## src/rtl/brightness_run_pixel_sorter_assert.svh

```systemverilog
// Assertion macros used by the pixel sorter RTL.
`ifndef BRIGHTNESS_RUN_PIXEL_SORTER_ASSERT_SVH
`define BRIGHTNESS_RUN_PIXEL_SORTER_ASSERT_SVH

`ifndef ASSERT_OFF
// Checked on clk_i, off while rst_ni is low
`define BRPS_ASSERT(lbl, prop) \
  lbl: assert property (@(posedge clk_i) disable iff (!rst_ni) prop) \
    else $error("brps assertion failed");
// Checked on clk_i at every edge, reset included
`define BRPS_ASSERT_ALWAYS(lbl, prop) \
  lbl: assert property (@(posedge clk_i) prop) \
    else $error("brps assertion failed");
`else
`define BRPS_ASSERT(lbl, prop)
`define BRPS_ASSERT_ALWAYS(lbl, prop)
`endif

`endif

```

## src/rtl/brps_pkg.sv

```systemverilog
package brps_pkg;

  localparam int MAX_RUN = 64;
  localparam int IDX_W   = $clog2(MAX_RUN);
  localparam int CNT_W   = IDX_W + 1;
  localparam int LUMA_W  = 8;
  localparam int PIX_W   = 32;
  localparam int KEY_W   = LUMA_W + IDX_W;
  localparam int MEM_W   = LUMA_W + PIX_W;

  // Rec.709 weights in Q16
  localparam logic [15:0] COEF_R = 16'd13933;
  localparam logic [15:0] COEF_G = 16'd46871;
  localparam logic [15:0] COEF_B = 16'd4732;

  localparam logic [7:0] THR_RESET = 8'd128;
  localparam logic [5:0] LIM_RESET = 6'd63;

  // register indexes
  localparam logic CFG_THRESH = 1'b0;
  localparam logic CFG_LIMIT  = 1'b1;

endpackage

```

## src/rtl/brps_ram.sv

```systemverilog
module brps_ram #(
  parameter int WIDTH = 8,
  parameter int DEPTH = 64
) (
  input  logic                     clk_i,
  input  logic                     we_i,
  input  logic [$clog2(DEPTH)-1:0] waddr_i,
  input  logic [WIDTH-1:0]         wdata_i,
  input  logic [$clog2(DEPTH)-1:0] raddr_i,
  output logic [WIDTH-1:0]         rdata_o
);

  logic [WIDTH-1:0] mem_q [DEPTH];

  always_ff @(posedge clk_i) begin
    if (we_i) mem_q[waddr_i] <= wdata_i;
    rdata_o <= mem_q[raddr_i];
  end

endmodule

```

## src/rtl/brps_luma.sv

```systemverilog
module brps_luma import brps_pkg::*; (
  input  logic              clk_i,
  input  logic              en_i,
  input  logic [7:0]        red_i,
  input  logic [7:0]        green_i,
  input  logic [7:0]        blue_i,
  output logic [LUMA_W-1:0] luma_o
);

  logic [23:0] pr_q, pg_q, pb_q;
  logic [23:0] sum;

  // weighted channels, registered on accept
  always_ff @(posedge clk_i) begin
    if (en_i) begin
      pr_q <= 24'(COEF_R * red_i);
      pg_q <= 24'(COEF_G * green_i);
      pb_q <= 24'(COEF_B * blue_i);
    end
  end

  // weights sum to 1.0, so the total stays below 2^24
  assign sum    = pr_q + pg_q + pb_q;
  assign luma_o = sum[23:16];

endmodule

```

## src/rtl/brightness_run_pixel_sorter.sv

```systemverilog
// Luminance run pixel sorter. Pixels are buffered as a run in one 64-entry
// RAM; a bright pixel or a full run closes the run, which is emitted sorted
// by ascending luma (stable), and a row end flushes the pending run in
// arrival order. One word at a time: no new pixel is taken until the last one is
// through, a closing run costs one full RAM scan per sorted pixel, set by the
// single read port, and any output stall holds the block.
`include "brightness_run_pixel_sorter_assert.svh"

module brightness_run_pixel_sorter import brps_pkg::*; (
  input  logic       clk_i,
  input  logic       rst_ni,
  input  logic       in_valid_i,
  output logic       in_stall_o,
  input  logic [7:0] red_i,
  input  logic [7:0] green_i,
  input  logic [7:0] blue_i,
  input  logic [7:0] alpha_i,
  input  logic       last_in_row_i,
  output logic       out_valid_o,
  input  logic       out_stall_i,
  output logic [7:0] out_red_o,
  output logic [7:0] out_green_o,
  output logic [7:0] out_blue_o,
  output logic [7:0] out_alpha_o,
  output logic       run_last_o,
  input  logic       cfg_we_i,
  input  logic       cfg_idx_i,
  input  logic [7:0] cfg_data_i
);

  typedef enum logic [2:0] {
    S_IDLE, S_DEC, S_SCAN, S_FETCH, S_EMIT, S_WR, S_URD, S_UEMIT
  } state_e;

  state_e state_q, state_d;
  logic [CNT_W-1:0] cnt_q, cnt_d;
  logic [7:0]       thr_q;
  logic [5:0]       lim_q;
  logic             close_q, close_d, last_q, last_d;
  logic [PIX_W-1:0] pix_q, pix_d;
  logic [IDX_W-1:0] addr_q, addr_d, chk_idx_q, chk_idx_d, emit_n_q, emit_n_d;
  logic             iss_q, iss_d, chk_vld_q, chk_vld_d, first_q, first_d;
  logic [KEY_W-1:0] best_q, best_d, prev_q, prev_d, key;
  logic             out_valid_q, out_valid_d, run_last_q, run_last_d;
  logic [PIX_W-1:0] out_pix_q, out_pix_d;

  logic              in_acc, out_free, close, we;
  logic [LUMA_W-1:0] luma;
  logic [CNT_W-1:0]  lim_eff;
  logic [IDX_W-1:0]  cnt_m1, wa, ra;
  logic [MEM_W-1:0]  rdata;

  assign in_stall_o = (state_q != S_IDLE);
  assign in_acc     = in_valid_i && !in_stall_o;
  assign out_free   = !out_valid_q || !out_stall_i;
  assign cnt_m1     = IDX_W'(cnt_q - CNT_W'(1));
  assign lim_eff    = (16'(lim_q) > 16'(MAX_RUN - 1)) ? CNT_W'(MAX_RUN - 1) : CNT_W'(lim_q);
  assign close      = ((luma > thr_q) || (cnt_q >= lim_eff)) && (cnt_q != '0);
  assign key        = {rdata[MEM_W-1:PIX_W], chk_idx_q};

  brps_luma u_luma (
    .clk_i   (clk_i),
    .en_i    (in_acc),
    .red_i   (red_i),
    .green_i (green_i),
    .blue_i  (blue_i),
    .luma_o  (luma)
  );

  // {luma, pixel} per run entry
  brps_ram #(.WIDTH(MEM_W), .DEPTH(MAX_RUN)) u_ram (
    .clk_i   (clk_i),
    .we_i    (we),
    .waddr_i (wa),
    .wdata_i ({luma, pix_q}),
    .raddr_i (ra),
    .rdata_o (rdata)
  );

  // sequencer: repeated min-key scans give a stable sort
  always_comb begin
    state_d     = state_q;
    cnt_d       = cnt_q;
    close_d     = close_q;
    last_d      = last_q;
    pix_d       = pix_q;
    addr_d      = addr_q;
    iss_d       = iss_q;
    chk_vld_d   = chk_vld_q;
    chk_idx_d   = chk_idx_q;
    emit_n_d    = emit_n_q;
    first_d     = first_q;
    best_d      = best_q;
    prev_d      = prev_q;
    out_valid_d = out_valid_q && out_stall_i;
    run_last_d  = run_last_q;
    out_pix_d   = out_pix_q;
    we          = 1'b0;
    wa          = cnt_q[IDX_W-1:0];
    ra          = addr_q;
    unique case (state_q)
      S_IDLE: begin
        if (in_valid_i) begin
          pix_d   = {alpha_i, blue_i, green_i, red_i};
          last_d  = last_in_row_i;
          state_d = S_DEC;
        end
      end
      S_DEC: begin
        close_d = close;
        if (close) begin
          addr_d    = '0;
          iss_d     = 1'b1;
          chk_vld_d = 1'b0;
          best_d    = '1;
          first_d   = 1'b1;
          emit_n_d  = '0;
          state_d   = S_SCAN;
        end else begin
          state_d = S_WR;
        end
      end
      S_SCAN: begin
        if (iss_q) begin
          chk_vld_d = 1'b1;
          chk_idx_d = addr_q;
          if (addr_q == cnt_m1) iss_d = 1'b0;
          else addr_d = addr_q + IDX_W'(1);
        end else begin
          chk_vld_d = 1'b0;
        end
        if (chk_vld_q) begin
          if ((first_q || key > prev_q) && key < best_q) best_d = key;
          if (chk_idx_q == cnt_m1) state_d = S_FETCH;
        end
      end
      S_FETCH: begin
        ra      = best_q[IDX_W-1:0];
        state_d = S_EMIT;
      end
      S_EMIT: begin
        ra = best_q[IDX_W-1:0];
        if (out_free) begin
          out_valid_d = 1'b1;
          out_pix_d   = rdata[PIX_W-1:0];
          run_last_d  = (emit_n_q == cnt_m1) && !last_q;
          prev_d      = best_q;
          first_d     = 1'b0;
          best_d      = '1;
          addr_d      = '0;
          iss_d       = 1'b1;
          chk_vld_d   = 1'b0;
          emit_n_d    = emit_n_q + IDX_W'(1);
          state_d     = (emit_n_q == cnt_m1) ? S_WR : S_SCAN;
        end
      end
      S_WR: begin
        we    = 1'b1;
        wa    = close_q ? '0 : cnt_q[IDX_W-1:0];
        cnt_d = close_q ? CNT_W'(1) : cnt_q + CNT_W'(1);
        if (last_q) begin
          addr_d  = '0;
          state_d = S_URD;
        end else begin
          state_d = S_IDLE;
        end
      end
      S_URD: begin
        state_d = S_UEMIT;
      end
      S_UEMIT: begin
        if (out_free) begin
          out_valid_d = 1'b1;
          out_pix_d   = rdata[PIX_W-1:0];
          run_last_d  = (addr_q == cnt_m1);
          if (addr_q == cnt_m1) begin
            cnt_d   = '0;
            state_d = S_IDLE;
          end else begin
            addr_d  = addr_q + IDX_W'(1);
            state_d = S_URD;
          end
        end
      end
      default: state_d = S_IDLE;
    endcase
  end

  // control state
  always_ff @(posedge clk_i or negedge rst_ni) begin
    if (!rst_ni) begin
      state_q     <= S_IDLE;
      cnt_q       <= '0;
      out_valid_q <= 1'b0;
      iss_q       <= 1'b0;
      chk_vld_q   <= 1'b0;
      first_q     <= 1'b1;
      close_q     <= 1'b0;
      last_q      <= 1'b0;
      emit_n_q    <= '0;
      addr_q      <= '0;
      best_q      <= '1;
    end else begin
      state_q     <= state_d;
      cnt_q       <= cnt_d;
      out_valid_q <= out_valid_d;
      iss_q       <= iss_d;
      chk_vld_q   <= chk_vld_d;
      first_q     <= first_d;
      close_q     <= close_d;
      last_q      <= last_d;
      emit_n_q    <= emit_n_d;
      addr_q      <= addr_d;
      best_q      <= best_d;
    end
  end

  // payload
  always_ff @(posedge clk_i) begin
    pix_q      <= pix_d;
    chk_idx_q  <= chk_idx_d;
    prev_q     <= prev_d;
    out_pix_q  <= out_pix_d;
    run_last_q <= run_last_d;
  end

  // config registers
  always_ff @(posedge clk_i or negedge rst_ni) begin
    if (!rst_ni) begin
      thr_q <= THR_RESET;
      lim_q <= LIM_RESET;
    end else if (cfg_we_i) begin
      unique case (cfg_idx_i)
        CFG_THRESH: thr_q <= cfg_data_i;
        CFG_LIMIT:  lim_q <= cfg_data_i[5:0];
        default: ;
      endcase
    end
  end

  assign out_valid_o = out_valid_q;
  assign out_red_o   = out_pix_q[7:0];
  assign out_green_o = out_pix_q[15:8];
  assign out_blue_o  = out_pix_q[23:16];
  assign out_alpha_o = out_pix_q[31:24];
  assign run_last_o  = run_last_q;

  `BRPS_ASSERT(a_cnt_range, cnt_q <= CNT_W'(MAX_RUN - 1))
  `BRPS_ASSERT(a_best_found, (state_q == S_FETCH) |-> (best_q != '1))
  `BRPS_ASSERT(a_out_held, (out_valid_q && out_stall_i) |=> out_valid_q)

endmodule

```

## config.mk

```make
export PLATFORM = sky130hd
export DESIGN_NAME = brightness_run_pixel_sorter
export DESIGN_NICKNAME = d
export VERILOG_FILES = /design/src/rtl/brps_pkg.sv /design/src/rtl/brps_ram.sv /design/src/rtl/brps_luma.sv /design/src/rtl/brightness_run_pixel_sorter.sv
export VERILOG_INCLUDE_DIRS = /design/src /design/src/rtl
export SDC_FILE = /design/constraint.sdc
export NUM_CORES = 2
export LEC_CHECK = 0
export BUFFER_PORTS_ARGS = -buffer_cell sky130_fd_sc_hd__buf_2
export CAP_MARGIN = 10
export CORE_UTILIZATION = 55
export DETAILED_ROUTE_END_ITERATION = 16
export PLACE_DENSITY = 0.73
export SKIP_CTS_REPAIR_TIMING = 1
export SKIP_LAST_GASP = 1
export SYNTH_ARGS = -nofsm -noshare
export SYNTH_HDL_FRONTEND = slang
export SYNTH_HIERARCHICAL = 1
export SYNTH_SLANG_ARGS = --single-unit
```

## constraint.sdc

```tcl
create_clock -name clk_i -period 18 [get_ports clk_i]
set_input_delay 1.8 -clock clk_i [delete_from_list [all_inputs] [get_ports clk_i]]
set_output_delay 1.8 -clock clk_i [all_outputs]
set_load 0.02 [all_outputs]
```

# ---- Word level (Yosys, flattened, before mapping)
# Memory sizes are Yosys's and may differ from the RTL's. A register that Yosys moved wholly into a read port is not among the register bits.
# Cells that the tools add are included.
# Widths: inputs -> output; s select.
dict set report classes {
  addsub 6
  n_mul 3
  n_lt_le_gt_ge 4
  n_eq_ne 20
  n_mux 49
  n_bitwise 1
  reduce_logical 35
}
# cell n
set op_table {}
lappend op_table {{$mux 6} 10}
lappend op_table {{$mux 14} 4}
lappend op_table {{$pmux 14 s3} 1}
lappend op_table {{$pmux 6 s5} 1}
lappend op_table {{$mux 3} 9}
lappend op_table {{$add 22x24->24} 1}
lappend op_table {{$add 24x21->24} 1}
lappend op_table {{$mul 16x8->24 const A} 1}
lappend op_table {{$pmux 3 s8} 1}
lappend op_table {{$mul 14x8->22 const A} 1}
lappend op_table {{$mux 7} 3}
lappend op_table {{$ne 2x2->1 const B} 10}
lappend op_table {{$mul 11x8->19 const A} 1}
lappend op_table {{$eq 6x6->1} 3}
lappend op_table {{$gt 14x14->1} 1}
lappend op_table {{$lt 14x14->1} 1}
lappend op_table {{$mux 1} 14}
lappend op_table {{$pmux 7 s2} 1}
lappend op_table {{$add 6x1->6 const B} 2}
lappend op_table {{$eq 3x3->1 const B} 4}
lappend op_table {{$pmux 6 s2} 1}
lappend op_table {{$reduce_and 2->1} 6}
lappend op_table {{$reduce_and 3->1} 4}
lappend op_table {{$reduce_and 5->1} 2}
lappend op_table {{other kinds (19)} 35}
dict set report word_totals {
  register_bits 206
  mem_bits_rw 2560
  input_bits 47
  out_inout_bits 35
  wordCells 140
  memories 1
}
# name words width rd rd_ports_with_merged_regs write_ports line_no
set mem_list {}
lappend mem_list {u_ram.mem_q 64 40 1 1 1 brps_ram.sv:13} ;# logic [WIDTH-1:0] mem_q [DEPTH];

# ---- Longest topological paths before layout
dict set report logic_depth {
  depth_word 7
  depth_mapped 17
  mapped_depth_nobuf 16
}

# ---- Cells and area by module
# The synthesis kept the hierarchy.
# mod n_inst cells_each area_per_inst_um2 seq_area_each_um2
set modules_own_cells {}
lappend modules_own_cells {brps_ram 1 4195 97836.3 77674.5}
lappend modules_own_cells {brps_luma 1 882 9150.0 1951.9}
lappend modules_own_cells {brightness_run_pixel_sorter 1 590 7009.2 3981.3}

# ---- Worst setup path after synthesis
# No wires, ideal clock.
dict set report synth_path {
  kind {reg-to-reg}
  from {reg u_luma.pr_q[10]}
  to {reg best_q[10]}
  setup_time_ns 0.097
  t_arrival_ns 8.381
  required_ns 17.903
  setup_slack_ns 9.522
  path_stages_with_launch 17
  path_buffers 1
  synth_period_minus_slack_ns 8.478
  cell_sequence {edfxtp_1 -> fa_1 -> ha_1 -> nand4_1 -> o32ai_1 -> a31oi_1 -> o211ai_2 -> a21oi_1 -> o311ai_0 -> ha_1 -> a21oi_1 -> o21ai_0 -> a21oi_1 -> o211a_1 -> o21a_1 -> clkbuf_1 -> a32oi_1}
}
dict set report synth_between {
  elab_chain_len 7
}
# element line_no
set synth_lines {}
lappend synth_lines {{from (decl)} brps_luma.sv:10} ;# logic [23:0] pr_q, pg_q, pb_q;
lappend synth_lines {{from (signal assigned)} brps_luma.sv:16} ;# pr_q <= 24'(COEF_R * red_i);
lappend synth_lines {{$add 22x24->24} brps_luma.sv:23} ;# assign sum = pr_q + pg_q + pb_q;
lappend synth_lines {{$add 24x21->24} brps_luma.sv:23}
lappend synth_lines {{via luma[7]} brightness_run_pixel_sorter.sv:48} ;# logic [LUMA_W-1:0] luma;
lappend synth_lines {{$gt 8x8->1} brightness_run_pixel_sorter.sv:58} ;# assign close = ((luma > thr_q) || (cnt_q >= lim_eff)) && (cnt_q != '0);
lappend synth_lines {{$logic_or 1x1->1} brightness_run_pixel_sorter.sv:58}
lappend synth_lines {{$logic_and 1x1->1} brightness_run_pixel_sorter.sv:58}
lappend synth_lines {{$ne 2x2->1 (no line)} n/a}
lappend synth_lines {{$reduce_and 5->1 (no line)} n/a}
lappend synth_lines {{to (signal assigned)} brightness_run_pixel_sorter.sv:214} ;# best_q <= best_d;
lappend synth_lines {{to (decl)} brightness_run_pixel_sorter.sv:43} ;# logic [KEY_W-1:0] best_q, best_d, prev_q, prev_d, key;
# The timed path passes the listed nets, and every way through them passes these cells.
# A chain may end at the register's enable or synchronous reset.

# ---- Final worst setup path
dict set report layout_path {
  from {reg state_q[1]}
  to {reg u_ram.rdata_o[27] (read register of u_ram.mem_q)}
}
dict set report layout_between {
  elab_chain_len 3
  word_cells_on_any_way 4
  classes_between {eq/ne (2); mux (1); reduce/logical (1)}
}
# element line_no
set layout_lines {}
lappend layout_lines {{from (decl)} brightness_run_pixel_sorter.sv:35} ;# state_e state_q, state_d;
lappend layout_lines {{from (signal assigned)} brightness_run_pixel_sorter.sv:204} ;# state_q <= state_d;
lappend layout_lines {{$eq 3x3->1 / $eq 3x2->1 (equally long branches)} brightness_run_pixel_sorter.sv:101} ;# unique case (state_q)
lappend layout_lines {{$reduce_or 2->1 (no line) (*)} n/a}
lappend layout_lines {{$mux 6 (*)} brightness_run_pixel_sorter.sv:101}
lappend layout_lines {{via ra[0]} brightness_run_pixel_sorter.sv:50} ;# logic [IDX_W-1:0] cnt_m1, wa, ra;
lappend layout_lines {{to (decl)} brps_ram.sv:10} ;# output logic [WIDTH-1:0] rdata_o
# The timed path passes the listed nets; every way through them passes the cells marked *.

==> impl_metrics.csv <==
group,metric,value,unit
pwr,powerDensity,186,nW/um2
global_routing,grt_max_degree,120,
pwr,ir_drop,232,uV
setup_path,path_delay_family,"buffers and inverters",
floorplan,die-area,209000,um2
global_routing,antenna_found_initial,9,
routing,drtIter0Drc,8369,
finish,fin_nets,6315,
global_routing,overflow,0,
logic_synthesis,syn_area_per_cell,20.1,um2
pwr,p_int,15.3,mW
logic_synthesis,async_reset_ff_share,2.00,%
pwr,p_seq_share,35.6,%
logic_synthesis,yosysWarnings,6,
finish,fin_area,127000,um2
floorplan,rows,166,
setup_path,crit_required,18830,ps
logic_synthesis,ys.flop_type,"edfxtp_1",
cts,htree_levels,5,
routing,drc,0,
pwr,p_sw_share,35.2,%
floorplan,design.core.area,205000,um2
setup_path,cp_common_cell,"buf_4",
global_routing,grt_pass1_wl,416000,um
floorplan,die_w,457,um
setup_path,worst_setup_path_end_kind,"register",
placed_design,place_ws,11530,ps
sta,max_slew_margin,11.5,%
routing,viasPerCell,6.65,
floorplan,initial_utilization,55.6,%
setup_path,worstPathArrival,7210,ps
cts,cts_tree,"built",
sta,tns,0,ps
cts,cts.path.max_buffers,4,
sta,max_freq,157,MHz
global_routing,first_global_vias,59078,
setup_path,cp-start-kind,"register",
setup_path,cp_cell_sequence,"nand2_1 -> o21ai_1 -> nand2_1 -> o21ai_4 -> buf_4 -> buf_4 -> buf_4 -> mux4_2 -> o22ai_1 -> nor4_1 -> o22a_1",
floorplan,die_h,457,um
finish,synthToLayoutAreaGrowth,11.5,%
sta,setup_viol,0,
global_routing,gr-usage-all-layers,28.0,%
finish,nFillCells,13735,
setup_path,cp.depth,11,
setup_path,path_max_fanout,44,
routing,drtAntennaViolNets,0,
placed_design,gp_congestion,0.860,
floorplan,io-pin-count,82,
setup_path,crit_path_top_delay_cell,"nor4_1",
logic_synthesis,synth_edf_count,2710,
setup_path,cp-startpoint,"state_q[1]",
cts,cts_root_buf,"clkbuf_16",
sta,timing.final.crit_share,35.4,%
cts,worstSkewPairLatency,920,ps
sta,rsz0062_at_grt,"no",
routing,drt_wl_total,291000,um
sta,drv_slew,0,
pwr,leakagePower,41.3,nW
setup_path,crit_buf_inv,3,
flow_run,drv_cap,0,
pwr,p_comb_share,40.6,%
sta,fin_crit,6380,ps
setup_path,r2r-end,"u_ram/rdata_o[27]",
sta,finClkSkew,41.5,ps
routing,dr.pass1.iters,5,
pwr,finalPower,23.7,mW
finish,drive_above_1_share,23.3,%
cts,clk_pin_slew,60,ps
logic_synthesis,synth_cells,5667,
cts,cts_buffers,284,
sta,worst_slack,11620,ps
logic_synthesis,syn-cell-area,114000,um2
worst_hold_path,worst_hold_startpoint,"u_ram/rdata_o[18]",
cts,numClockSinks,2806,
worst_hold_path,hp-class,"register to register",
setup_path,rrSetupSlack,11620,ps
sta,tightestPinTransition,1320,ps
setup_path,reg2regPathDepth,11,
logic_synthesis,synth-seq-area-share,73.3,%
setup_path,slowest_delay,1040,ps
setup_path,cp-endpoint,"u_ram/rdata_o[27]",
logic_synthesis,yosysUniqueCellTypes,86,
logic_synthesis,synth_fp_nets,6041,
routing,wl_per_cell,33.0,um
placed_design,portBuffers,81,
setup_path,path_class,"register to register",
setup_path,r2r-start,"state_q[1]",
pwr,switchingPower,8.34,mW
logic_synthesis,ys_ff_latch,2806,
finish,post-route-util,62.0,%
placed_design,dpl_cell_area,118000,um2
placed_design,hpwl,158000,um
outcome,status,"finished clean",
pwr,pwr-share-clk,23.8,%
routing,vias,58694,
sta,finalHoldViolCount,0,
power groups by stage:
stage | clock [mW] | sequential [mW] | combinational, mW
global placement | 0 | 8.56 | 9.30
global route | 5.93 | 8.44 | 10.1
floorplan | 0 | 8.65 | 6.39
detailed placement | 0 | 8.57 | 9.50
finish | 5.63 | 8.43 | 9.60
CTS | 5.68 | 8.43 | 9.58
cells in the final DEF (no fill, tap or decap), drive strengths merged, types with 19 or more instances in the layout:
cell type / netlist / layout
o22a: 28 / 28
nor3: 21 / 21
a21o: 23 / 23
dfrtp: 34 / 34
o21ai: 83 / 83
nand2b: 28 / 28
a221oi: 37 / 37
clkinv: 1 / 78
nor2b: 35 / 35
dfxtp: 40 / 40
xnor2: 47 / 47
nand3: 38 / 38
mux4: 608 / 608
clkbuf: 96 / 372
ha: 226 / 226
nand2: 90 / 90
o21a: 22 / 22
xor2: 19 / 19
a21oi: 138 / 138
buf: 168 / 252
o221ai: 47 / 47
nor4: 40 / 40
nor2: 154 / 154
fa: 101 / 101
mux2i: 122 / 122
dfstp: 22 / 22
edfxtp: 2710 / 2710
inv: 249 / 250
o22ai: 147 / 147
mux2: 51 / 51
layer usage:
layer,track usage (%),wire [um],part of all wire (%),up-vias
li1,-,-,-,23778
met1,38.3,107000,37,30505
met2,43.3,136000,47,3710
met3,5.76,32900,11,691
met4,13.3,15500,5.3,10
met5,0,62,0.021,-
metrics by stage:
step	std cells	hold slack, ps
finish	8825	401
global route	8822	405
CTS	8821	399
detailed placement	8343	389
global placement	8336	386
floorplan	5667	386
worst min-delay path by stage:
stage / end / slack [ps] / cells past startpoint
3_5_place_dp: out_pix_q[16] / 390 / 0
4_1_cts: out_pix_q[18] / 400 / 0
3_3_place_gp: out_pix_q[2] / 390 / 0
6_report: out_pix_q[18] / 400 / 0
5_1_grt: out_pix_q[18] / 400 / 0
2_1_floorplan: out_pix_q[0] / 390 / 0
cells in the mapped netlist (47+ instances only):
master	count	area, um2
a21oi_1	138	691
buf_2	87	435
buf_4	49	368
clkbuf_1	96	360
edfxtp_1	2710	81400
fa_1	101	2020
ha_1	226	2830
inv_1	249	935
mux2_2	51	574
mux2i_1	122	1220
mux4_2	608	13700
nand2_1	90	338
nor2_1	154	578
o21ai_0	66	330
o221ai_1	47	412
o22ai_1	147	920
xnor2_1	47	412
state kept, by name, summed over array words and instances (netlist names), 3 cells and up:
signal	flops
u_ram/rdata_o	40
emit_n_q	6
u_luma/pr_q	22
best_q	14
u_ram/mem_q	2560
cnt_q	7
out_pix_q	32
u_luma/pg_q	24
thr_q	8
addr_q	6
pix_q	32
u_luma/pb_q	19
state_q	3
lim_q	6
prev_q	14
chk_idx_q	6
logic make-up after synthesis:
family | count (synthesis) | synth area share [%]
AOI/OAI and AO/OA | 669 | 4.00
buffers and inverters | 514 | 2.01
DFF | 2806 | 73.3
xor gates and xnor gates | 69 | 0.566
adders and majority gates | 327 | 4.25
and+or+nand+nor | 501 | 2.24
muxes | 781 | 13.6
area by class of cell:
cell class | count | area (um2) | area share [%]
antenna | 4 | 10.0 | 0.00787
clock buffer | 372 | 7760 | 6.10
clock inverter | 106 | 952 | 0.749
inverter | 250 | 938 | 0.738
multi-input combinational | 2347 | 28800 | 22.6
sequential | 2806 | 83600 | 65.8
tap | 2688 | 3360 | 2.65
timing repair buffer | 252 | 1770 | 1.39
(Power assumes the default switching activity.)
